[src/hw/rtl/growing_window_moving_average_macros.svh]
// Assertion macros for the moving average block.
`ifndef GROWING_WINDOW_MOVING_AVERAGE_MACROS_SVH
`define GROWING_WINDOW_MOVING_AVERAGE_MACROS_SVH

// Same-cycle implication, checked out of reset.
`define GWMA_ASSERT_NOW(label, ante, cons) \
  label: assert property (@(posedge clk_i) disable iff (!rst_ni) (ante) |-> (cons)) \
    else $error("gwma: same-cycle check failed");

// Next-cycle implication, checked out of reset.
`define GWMA_ASSERT_NEXT(label, ante, cons) \
  label: assert property (@(posedge clk_i) disable iff (!rst_ni) (ante) |=> (cons)) \
    else $error("gwma: next-cycle check failed");

`endif

[src/hw/rtl/gwma_pkg.sv]
// Shared constants and controller/datapath interface types.
`timescale 1ns / 1ps
`default_nettype none
package gwma_pkg;

  localparam int unsigned DATA_W         = 16;
  localparam int unsigned DEFAULT_WINDOW = 8;

  typedef struct packed {
    logic accept;    // latch sample, read oldest ring entry
    logic upd;       // update ring, sum, position and fill count
    logic div_load;  // start the divider
    logic div_step;  // one quotient bit
    logic out_load;  // load the output register
  } cmd_t;

  typedef struct packed {
    logic div_last;  // current step produces the last quotient bit
  } sts_t;

endpackage
`default_nettype wire

[src/hw/rtl/gwma_dp.sv]
// Datapath: sample ring, running sum, fill count and bit-serial divider.
`timescale 1ns / 1ps
`default_nettype none
module gwma_dp import gwma_pkg::*; #(
  parameter int unsigned WINDOW = DEFAULT_WINDOW
) (
  input  wire logic              clk_i,
  input  wire logic              rst_ni,
  input  wire cmd_t              cmd_i,
  output sts_t                   sts_o,
  input  wire logic [DATA_W-1:0] sample_i,
  output logic      [DATA_W-1:0] average_o
);

  localparam int unsigned SUM_W  = DATA_W + $clog2(WINDOW);
  localparam int unsigned CNT_W  = $clog2(WINDOW + 1);
  localparam int unsigned PTR_W  = (WINDOW > 1) ? $clog2(WINDOW) : 1;
  localparam int unsigned STEP_W = $clog2(SUM_W);

  logic        [DATA_W-1:0] ring_mem [WINDOW];
  logic        [DATA_W-1:0] rd_q;
  logic signed [DATA_W-1:0] sample_q;
  logic signed [SUM_W-1:0]  sum_q, sum_d;
  logic        [PTR_W-1:0]  pos_q, pos_d;
  logic        [CNT_W-1:0]  fill_q, fill_d;
  logic        [SUM_W-1:0]  quo_q, quo_d;
  logic        [CNT_W-1:0]  rem_q, rem_d;
  logic        [STEP_W-1:0] step_q, step_d;
  logic                     neg_q, neg_d;
  logic        [DATA_W-1:0] avg_q;

  logic                     full;
  logic signed [DATA_W-1:0] old_val;
  logic signed [SUM_W:0]    sum_ext;
  logic        [CNT_W:0]    shifted;
  logic        [CNT_W+1:0]  trial;

  assign full    = (fill_q == CNT_W'(WINDOW));
  assign old_val = full ? $signed(rd_q) : '0;
  assign sum_ext = (SUM_W+1)'(sum_q) - (SUM_W+1)'(old_val) + (SUM_W+1)'(sample_q);
  assign shifted = {rem_q, quo_q[SUM_W-1]};
  assign trial   = {1'b0, shifted} - {2'b00, fill_q};

  always_ff @(posedge clk_i) begin
    if (cmd_i.upd) begin
      ring_mem[pos_q] <= sample_q;
    end
    if (cmd_i.accept) begin
      rd_q     <= ring_mem[pos_q];
      sample_q <= $signed(sample_i);
    end
    if (cmd_i.out_load) begin
      avg_q <= neg_q ? (DATA_W'(0) - quo_q[DATA_W-1:0]) : quo_q[DATA_W-1:0];
    end
  end

  always_comb begin
    sum_d  = sum_q;
    pos_d  = pos_q;
    fill_d = fill_q;
    quo_d  = quo_q;
    rem_d  = rem_q;
    step_d = step_q;
    neg_d  = neg_q;
    if (cmd_i.upd) begin
      sum_d = sum_ext[SUM_W-1:0];
      pos_d = (pos_q == PTR_W'(WINDOW - 1)) ? '0 : pos_q + PTR_W'(1);
      if (!full) begin
        fill_d = fill_q + CNT_W'(1);
      end
    end
    if (cmd_i.div_load) begin
      neg_d  = sum_q[SUM_W-1];
      quo_d  = sum_q[SUM_W-1] ? (SUM_W'(0) - sum_q) : sum_q;
      rem_d  = '0;
      step_d = STEP_W'(SUM_W - 1);
    end
    if (cmd_i.div_step) begin
      if (!trial[CNT_W+1]) begin
        rem_d = trial[CNT_W-1:0];
        quo_d = {quo_q[SUM_W-2:0], 1'b1};
      end else begin
        rem_d = shifted[CNT_W-1:0];
        quo_d = {quo_q[SUM_W-2:0], 1'b0};
      end
      step_d = step_q - STEP_W'(1);
    end
  end

  always_ff @(posedge clk_i or negedge rst_ni) begin
    if (!rst_ni) begin
      sum_q  <= '0;
      pos_q  <= '0;
      fill_q <= '0;
      quo_q  <= '0;
      rem_q  <= '0;
      step_q <= '0;
      neg_q  <= 1'b0;
    end else begin
      sum_q  <= sum_d;
      pos_q  <= pos_d;
      fill_q <= fill_d;
      quo_q  <= quo_d;
      rem_q  <= rem_d;
      step_q <= step_d;
      neg_q  <= neg_d;
    end
  end

  assign sts_o.div_last = (step_q == '0);
  assign average_o      = avg_q;

endmodule
`default_nettype wire

[src/hw/rtl/gwma_ctrl.sv]
// Controller: sequences one word through update, divide and output.
`timescale 1ns / 1ps
`default_nettype none
module gwma_ctrl import gwma_pkg::*; (
  input  wire logic clk_i,
  input  wire logic rst_ni,
  input  wire logic in_valid_i,
  output logic      in_ready_o,
  output logic      out_valid_o,
  input  wire logic out_ready_i,
  input  wire sts_t sts_i,
  output cmd_t      cmd_o
);

  typedef enum logic [2:0] {
    ST_IDLE,
    ST_UPDATE,
    ST_LOAD,
    ST_DIV,
    ST_DONE
  } state_e;

  state_e state_q, state_d;
  logic   out_valid_q, out_valid_d;

  always_comb begin
    state_d     = state_q;
    cmd_o       = '0;
    out_valid_d = out_valid_q && !out_ready_i;
    case (state_q)
      ST_IDLE: begin
        if (in_valid_i) begin
          cmd_o.accept = 1'b1;
          state_d      = ST_UPDATE;
        end
      end
      ST_UPDATE: begin
        cmd_o.upd = 1'b1;
        state_d   = ST_LOAD;
      end
      ST_LOAD: begin
        cmd_o.div_load = 1'b1;
        state_d        = ST_DIV;
      end
      ST_DIV: begin
        cmd_o.div_step = 1'b1;
        if (sts_i.div_last) begin
          state_d = ST_DONE;
        end
      end
      ST_DONE: begin
        if (!out_valid_q || out_ready_i) begin
          cmd_o.out_load = 1'b1;
          out_valid_d    = 1'b1;
          state_d        = ST_IDLE;
        end
      end
      default: begin
        state_d = ST_IDLE;
      end
    endcase
  end

  always_ff @(posedge clk_i or negedge rst_ni) begin
    if (!rst_ni) begin
      state_q     <= ST_IDLE;
      out_valid_q <= 1'b0;
    end else begin
      state_q     <= state_d;
      out_valid_q <= out_valid_d;
    end
  end

  assign in_ready_o  = (state_q == ST_IDLE);
  assign out_valid_o = out_valid_q;

endmodule
`default_nettype wire

[src/hw/rtl/growing_window_moving_average.sv]
// Growing-window moving average, top level.
// Each input word is a signed 16-bit sample; each output word is the mean of
// the last WINDOW samples (fewer while the window is still filling), truncated
// toward zero. One word is processed at a time: the sum is updated, then divided
// by a one-bit-per-cycle divider, and the next word is accepted only after the
// result is loaded into the output register.
// The finished result sits in an output register, so the next sample is taken
// while it waits. The sample ring needs no clearing pass after reset: the fill
// count masks entries not yet written.
`timescale 1ns / 1ps
`default_nettype none
`include "growing_window_moving_average_macros.svh"
module growing_window_moving_average import gwma_pkg::*; #(
  parameter int unsigned WINDOW = DEFAULT_WINDOW
) (
  input  wire logic              clk_i,
  input  wire logic              rst_ni,
  input  wire logic              s_axis_tvalid,
  output logic                   s_axis_tready,
  input  wire logic [DATA_W-1:0] s_axis_tdata,  // [15:0] sample
  output logic                   m_axis_tvalid,
  input  wire logic              m_axis_tready,
  output logic      [DATA_W-1:0] m_axis_tdata   // [15:0] average
);

  cmd_t cmd;
  sts_t sts;

  gwma_ctrl u_ctrl (
    .clk_i       (clk_i),
    .rst_ni      (rst_ni),
    .in_valid_i  (s_axis_tvalid),
    .in_ready_o  (s_axis_tready),
    .out_valid_o (m_axis_tvalid),
    .out_ready_i (m_axis_tready),
    .sts_i       (sts),
    .cmd_o       (cmd)
  );

  gwma_dp #(
    .WINDOW (WINDOW)
  ) u_dp (
    .clk_i     (clk_i),
    .rst_ni    (rst_ni),
    .cmd_i     (cmd),
    .sts_o     (sts),
    .sample_i  (s_axis_tdata),
    .average_o (m_axis_tdata)
  );

  `GWMA_ASSERT_NOW(a_cmd_onehot, 1'b1, $onehot0(cmd))
  `GWMA_ASSERT_NEXT(a_accept_then_update, s_axis_tvalid && s_axis_tready, cmd.upd && !s_axis_tready)
  `GWMA_ASSERT_NEXT(a_div_stops, cmd.div_step && sts.div_last, !cmd.div_step)
  `GWMA_ASSERT_NEXT(a_load_shows, cmd.out_load, m_axis_tvalid)

endmodule
`default_nettype wire

[config.mk]
export PLATFORM = sky130hd
export DESIGN_NAME = growing_window_moving_average
export DESIGN_NICKNAME = d
export VERILOG_FILES = /design/src/hw/rtl/gwma_pkg.sv /design/src/hw/rtl/gwma_dp.sv /design/src/hw/rtl/gwma_ctrl.sv /design/src/hw/rtl/growing_window_moving_average.sv
export VERILOG_INCLUDE_DIRS = /design/src /design/src/hw/rtl
export SDC_FILE = /design/constraint.sdc
export NUM_CORES = 1
export LEC_CHECK = 0
export ABC_AREA = 1
export BUFFER_PORTS_ARGS = -buffer_cell sky130_fd_sc_hd__buf_4
export CORE_MARGIN = 2
export CORE_UTILIZATION = 25
export CTS_CLUSTER_DIAMETER = 200
export DETAILED_ROUTE_END_ITERATION = 7
export GPL_TIMING_DRIVEN = 1
export PLACE_DENSITY = 0.5
export SKIP_CTS_REPAIR_TIMING = 1
export SYNTH_ARGS = -nofsm -noshare
export SYNTH_HDL_FRONTEND = slang
export SYNTH_SLANG_ARGS = --single-unit
[constraint.sdc]
create_clock -name clk_i -period 3.4 [get_ports clk_i]
set_clock_uncertainty 0.15 [all_clocks]
set_input_delay 0.68 -clock clk_i [delete_from_list [all_inputs] [get_ports clk_i]]
set_output_delay 0.68 -clock clk_i [all_outputs]
set_load 0.03 [all_outputs]
; ---- After elaboration in Yosys (flattened, before gate mapping)
; Memories as Yosys holds them, arrays and structs flattened. A register that Yosys moved wholly into a read port is not among the register bits.
; Cells that the tools add are included.
[totals]
ram_bits = 128
mem_count = 1
out_inout_bits = 18
in_bits = 20
latch_bits = 0
romBits = 0
ff_bits = 91
wordCells = 66
[memory_table]
columns = memory, depth, width, read_ports, rd_clocked_by_memory_dff, write_ports, line_no
row1 = u_dp.ring_mem, 8, 16, 1, 1, 1, gwma_dp.sv:20  ; logic [DATA_W-1:0] ring_mem [WINDOW];
[classes]
mul = 0
muxes = 27
n_div = 0
n_reduce_logical = 9
eq_ne = 9
bitwise = 1
add_sub_neg = 8
order_cmp = 0
n_shift = 0
[op_table]
columns = op, count
row1 = 19-bit two-way mux, 3
row2 = 16-bit two-way mux, 2
row3 = 19-bit by 16-bit adder with 19-bit output, 1
row4 = "1-bit by 19-bit subtractor with 19-bit output, first input constant", 1
row5 = 19-bit by 16-bit subtractor with 19-bit output, 1
row6 = "1-bit by 16-bit subtractor with 16-bit output, first input constant", 1
row7 = 3-bit one-hot mux with 5 select lines, 1
row8 = 1-bit two-way mux, 12
row9 = 3-bit two-way mux, 4
row10 = 4-bit two-way mux, 3
row11 = 5-bit two-way mux, 2
row12 = "3-bit by 2-bit equality test with 1-bit output, second input constant", 2
row13 = "3-bit equality test, second input constant", 2
row14 = 5-bit by 4-bit subtractor with 6-bit output, 1
row15 = 5-bit logical NOT, 1
row16 = "5-bit by 1-bit subtractor with 5-bit output, second input constant", 1
row17 = "4-bit by 1-bit adder with 4-bit output, second input constant", 1
row18 = "4-bit equality test, second input constant", 1
row19 = "2-bit inequality test, second input constant", 2
row20 = "3-bit by 1-bit adder with 3-bit output, second input constant", 1
row21 = "3-bit by 1-bit equality test with 1-bit output, second input constant", 1
row22 = 3-bit logical NOT, 1
row23 = 3-bit AND reduction, 1
row24 = 1-bit logical NOT, 2
row25 = 6 further kinds, 6

; ---- Logic depth before layout (Yosys ltp)
[depth]
ltp_word = 4
mapped_depth = 19
mapped_depth_nobuf = 18

; ---- Hierarchy
; A second synthesis with hierarchy kept.
[hier_totals]
hier_cells = 1114
hier_area_um2 = 11544.8
[modules_own_cells]
columns = module, cells_each, n_inst, area_each_um2, seq_area_each_um2
row1 = gwma_dp, 1083, 1, 11309.6, 6661.4
row2 = gwma_ctrl, 31, 1, 235.2, 100.1

; ---- Least setup slack after synthesis
; Ideal clock, no wire load.
[synth_path]
kind = input -> register
from = input s_axis_tvalid
to = register u_dp.rd_q[0] (read register of u_dp.ring_mem), enable pin
path_slack_ps = -151
t_arrival_ps = 2940
setup_time_ps = 461
t_required_ps = 2789
path_stages = 2
path_buffers = 0
cell_sequence = inv_1 > nor3_1
[synth_rtl]
columns = element, line_no
row1 = start: declaration, growing_window_moving_average.sv:18  ; input wire logic s_axis_tvalid,
row2 = end: declaration, gwma_dp.sv:21  ; logic [DATA_W-1:0] rd_q;

; ---- Worst setup path in the final report
[layout_path]
from = register u_dp.fill_q[1]
to = register u_dp.sum_q[14]
[layout_via]
elab_chain_len = 4
[layout_rtl]
columns = element, line_no
row1 = start: declaration, gwma_dp.sv:25  ; logic [CNT_W-1:0] fill_q, fill_d;
row2 = start signal: assignment, gwma_dp.sv:102  ; fill_q <= fill_d;
row3 = 4-bit equality test, gwma_dp.sv:38  ; assign full = (fill_q == CNT_W'(WINDOW));
row4 = 16-bit two-way mux, gwma_dp.sv:39  ; assign old_val = full ? $signed(rd_q) : '0;
row5 = 19-bit by 16-bit subtractor with 19-bit output, gwma_dp.sv:40  ; assign sum_ext = (SUM_W+1)'(sum_q) - (SUM_W+1)'(old_val) + (SUM_W+1)'(sample_q);
row6 = 19-bit by 16-bit adder with 19-bit output, gwma_dp.sv:40
row7 = end signal: assignment, gwma_dp.sv:100  ; sum_q <= sum_d;
row8 = end: declaration, gwma_dp.sv:23  ; logic signed [SUM_W-1:0] sum_q, sum_d;
; No other way between the ends.
; A chain may end at the register's enable or synchronous reset.

==> flow_summary.json <==
{
  "status": "finished, final reports clean",
  "cts_max_level": 1,
  "end_kind": "register",
  "ys_async_sr_fraction_pct": 25.1,
  "final_nets": 1233,
  "crit_chain": "inv_1 > ha_1 > nand3_1 > buf_6 > nor2_1 > fa_1 > inv_1 > ha_1 > nand2_1 > nor2_1 > nand3_1 > nand3_1 > nand2_1 > nand2_1 > nand2_1 > nand3_1 > nand2_1",
  "core_um2": 45100,
  "path_class": "register to register",
  "die_h_um": 217,
  "first_pass_iters": 5,
  "ff2ff_path_depth": 17,
  "yosys_warnings": 0,
  "ios": 38,
  "vias_per_cell": 4.26,
  "grt_use_total_pct": 11.5,
  "dp_cells": 1736,
  "synth_largest_area_cell": "edfxtp_1",
  "cts_inserted_buffers": 25,
  "critical_path.max_stage_delay_ns": 0.47,
  "synth_top_area_share_pct": 46.5,
  "critical_path.max_fanout": 16,
  "power_density_nw_per_um2": 956,
  "finalSetupViolCount": 0,
  "synth_enable_flop_cells": 176,
  "drtAntennaViolNets": 0,
  "clock-root-buffer": "clkbuf_16",
  "antenna_found_initial": 0,
  "antennaDiodeCount": 0,
  "drive_gt1_share_pct": 9.74,
  "rr_startpoint": "u_dp.fill_q[1]$_DFFE_PN0P_",
  "avgRoutedWirePerCell_um": 15.1,
  "fin_crit_ns": 3.13,
  "slew_headroom_pct": 45.1,
  "critPathLaunchType": "register",
  "p_leak_nw": 5.52,
  "ys_top_cells_by_area": "edfxtp_1 (46%), dfrtp_1 (13%), nand2_1 (8.4%)",
  "num_vias": 7592,
  "cpMaxStageDelayCell": "fa_1",
  "max_freq_mhz": 320,
  "cp.arrival_ns": 3.41,
  "tightest_slew_ns": 0.823,
  "ys_types": 41,
  "crit_family": "simple AND/OR/NAND/NOR gates",
  "drcViolationCount": 0,
  "port_buffers": 37,
  "post-dp-hpwl_mm": 18.2,
  "ir_drop_uv": 319,
  "wl_mm": 26.9,
  "crit_buf_inv": 3,
  "r2r_end": "u_dp.sum_q[14]$_DFFE_PN0P_",
  "overflow": 0,
  "die-area_um2": 47200,
  "area_delta_synth_final_pct": 16.2,
  "critical_path_required_ns": 3.68,
  "min_period_over_period_pct": 91.9,
  "cpMostUsedCell": "nand2_1",
  "drt-initial-drc-count": 431,
  "synth_area_per_cell_um2": 10.3,
  "cts_sinks": 235,
  "final_cells": 1781,
  "grt_pass1_vias": 7600,
  "gp_congestion": 0.839,
  "ys_seq_area_share_pct": 59.5,
  "start_util_pct": 25.2,
  "die_w_um": 217,
  "hold_path.class": "input pin to asynchronous set/reset pin",
  "cts_buffer_depth": 3,
  "total_power_mw": 12.6,
  "cap_violations": 0,
  "clk_pin_slew_ns": 0.06,
  "syn_inst": 1102,
  "r2r_setup_slack_ns": 0.27,
  "final-max-slew-violation-count": 0,
  "grt_max_degree": 60,
  "fin_util_pct": 29.3,
  "synth_ff_type": "edfxtp_1",
  "grt_pass1_wl_mm": 42.8,
  "fill_cells": 4731,
  "num_rows": 78,
  "hold_viol_final": 0,
  "ys_ff_latch": 235,
  "synth_area_um2": 11400,
  "cts_tree": "yes",
  "clkLatencyLatePin_ns": 0.54,
  "postSynthNetCount": 1172
}
## cells in the mapped netlist, types with 2 or more instances
library cell / instances
nand2_1: 255
edfxtp_1: 176
inv_1: 172
nor2_1: 83
nand3_1: 60
dfrtp_1: 59
o21ai_0: 39
a21oi_1: 31
ha_1: 31
xor2_1: 25
fa_1: 19
nand4_1: 18
a221oi_1: 12
a22oi_1: 12
o22ai_1: 11
clkbuf_1: 9
o221ai_1: 9
buf_2: 8
inv_2: 8
nor3_1: 8
nand3b_1: 7
o21bai_1: 7
xnor2_1: 6
a211oi_1: 4
buf_4: 4
o21ai_1: 4
buf_6: 3
nor2_2: 3
and2_1: 2
nand3_2: 2
nor3_2: 2
o2111ai_1: 2
o211ai_1: 2
o31ai_1: 2
## cells by family (layout without fill, tap and decap cells)
| logic type | after synthesis | after routing | share of synthesized area, % |
|---|---|---|---|
| AOI/OAI and AO/OA | 137 | 137 | 7.58 |
| xor gates and xnor gates | 31 | 31 | 2.39 |
| DFF | 235 | 235 | 59.5 |
| and+or+nand+nor | 443 | 443 | 16.5 |
| muxes | 1 | 1 | 0.0881 |
| buffers and inverters | 205 | 284 | 7.19 |
| adders and majority gates | 50 | 50 | 6.76 |
## cell usage in the layout (no fill, tap or decap), drive strengths merged, types with 19 or more instances in the layout
master and instances:
a21oi 31, dfrtp 59, edfxtp 176, ha 31, fa 19, nand3 63
buf 58, inv 181, clkbuf 31, nand2 256, xor2 25, o21ai 43
nor2 86
## report_power, final
part           internal (mW)  switching, mW  total [mW]
Combinational           1.96           3.66        5.63
Clock                   1.44           1.14        2.57
Sequential              3.90          0.529        4.43
## sequential cells by signal, indices dropped and copies added, names as in the netlist
signal / cells
u_dp.quo_q: 19
u_dp.average_o: 16
u_dp.pos_q: 3
u_dp.step_q: 5
u_dp.fill_q: 4
u_dp.neg_q: 1
u_dp.sum_q: 19
u_dp.rd_q: 16
u_ctrl.out_valid_o: 1
u_dp.ring_mem: 128
u_ctrl.state_q: 3
u_dp.rem_q: 4
u_dp.sample_q: 16
## routing by layer
| metal | track usage, % | wire length [um] |
|---|---|---|
| met1 | 16.1 | 12900 |
| met2 | 19.0 | 12400 |
| met5 | 0 | 0 |
| met3 | 1.68 | 1040 |
| met4 | 2.33 | 515 |
## through the flow
step                worst slack, ns  setup TNS [ns]  area (um^2)  hold WS [ns]
detailed placement            0.265               0        12400         0.307
CTS                           0.242               0        13200         0.100
floorplan                     0.425               0        11400         0.234
global route                -0.0190         -0.0338        13200         0.139
global placement              0.306               0        12400         0.307
finish                        0.274               0        13200        0.0882
## final cells by class
class                           instances  area (um^2)  share of cell area, %
Clock buffer                           31          648                   4.91
Timing Repair Buffer                   58          452                   3.42
Sequential cell                       235         6760                   51.2
Clock inverter                         14          106                  0.805
Multi-Input combinational cell        662         3810                   28.8
Tap cell                              600          751                   5.68
Inverter                              181          679                   5.14
## worst max path at each step
stage,startpoint,to,slack (ns),cells past startpoint
final,u_dp.fill_q[1]$_DFFE_PN0P_,u_dp.sum_q[14]$_DFFE_PN0P_,0.27,17
after global routing,u_dp.fill_q[1]$_DFFE_PN0P_,u_dp.sum_q[14]$_DFFE_PN0P_,-0.02,17
after CTS,u_dp.fill_q[1]$_DFFE_PN0P_,u_dp.sum_q[14]$_DFFE_PN0P_,0.24,17
after detailed placement,u_dp.fill_q[1]$_DFFE_PN0P_,u_dp.sum_q[14]$_DFFE_PN0P_,0.26,17
after global placement,u_dp.fill_q[1]$_DFFE_PN0P_,u_dp.sum_q[14]$_DFFE_PN0P_,0.31,16
after floorplan,u_dp.fill_q[1]$_DFFE_PN0P_,u_dp.sum_q[14]$_DFFE_PN0P_,0.42,17
Power figures use the tool's default switching activity.
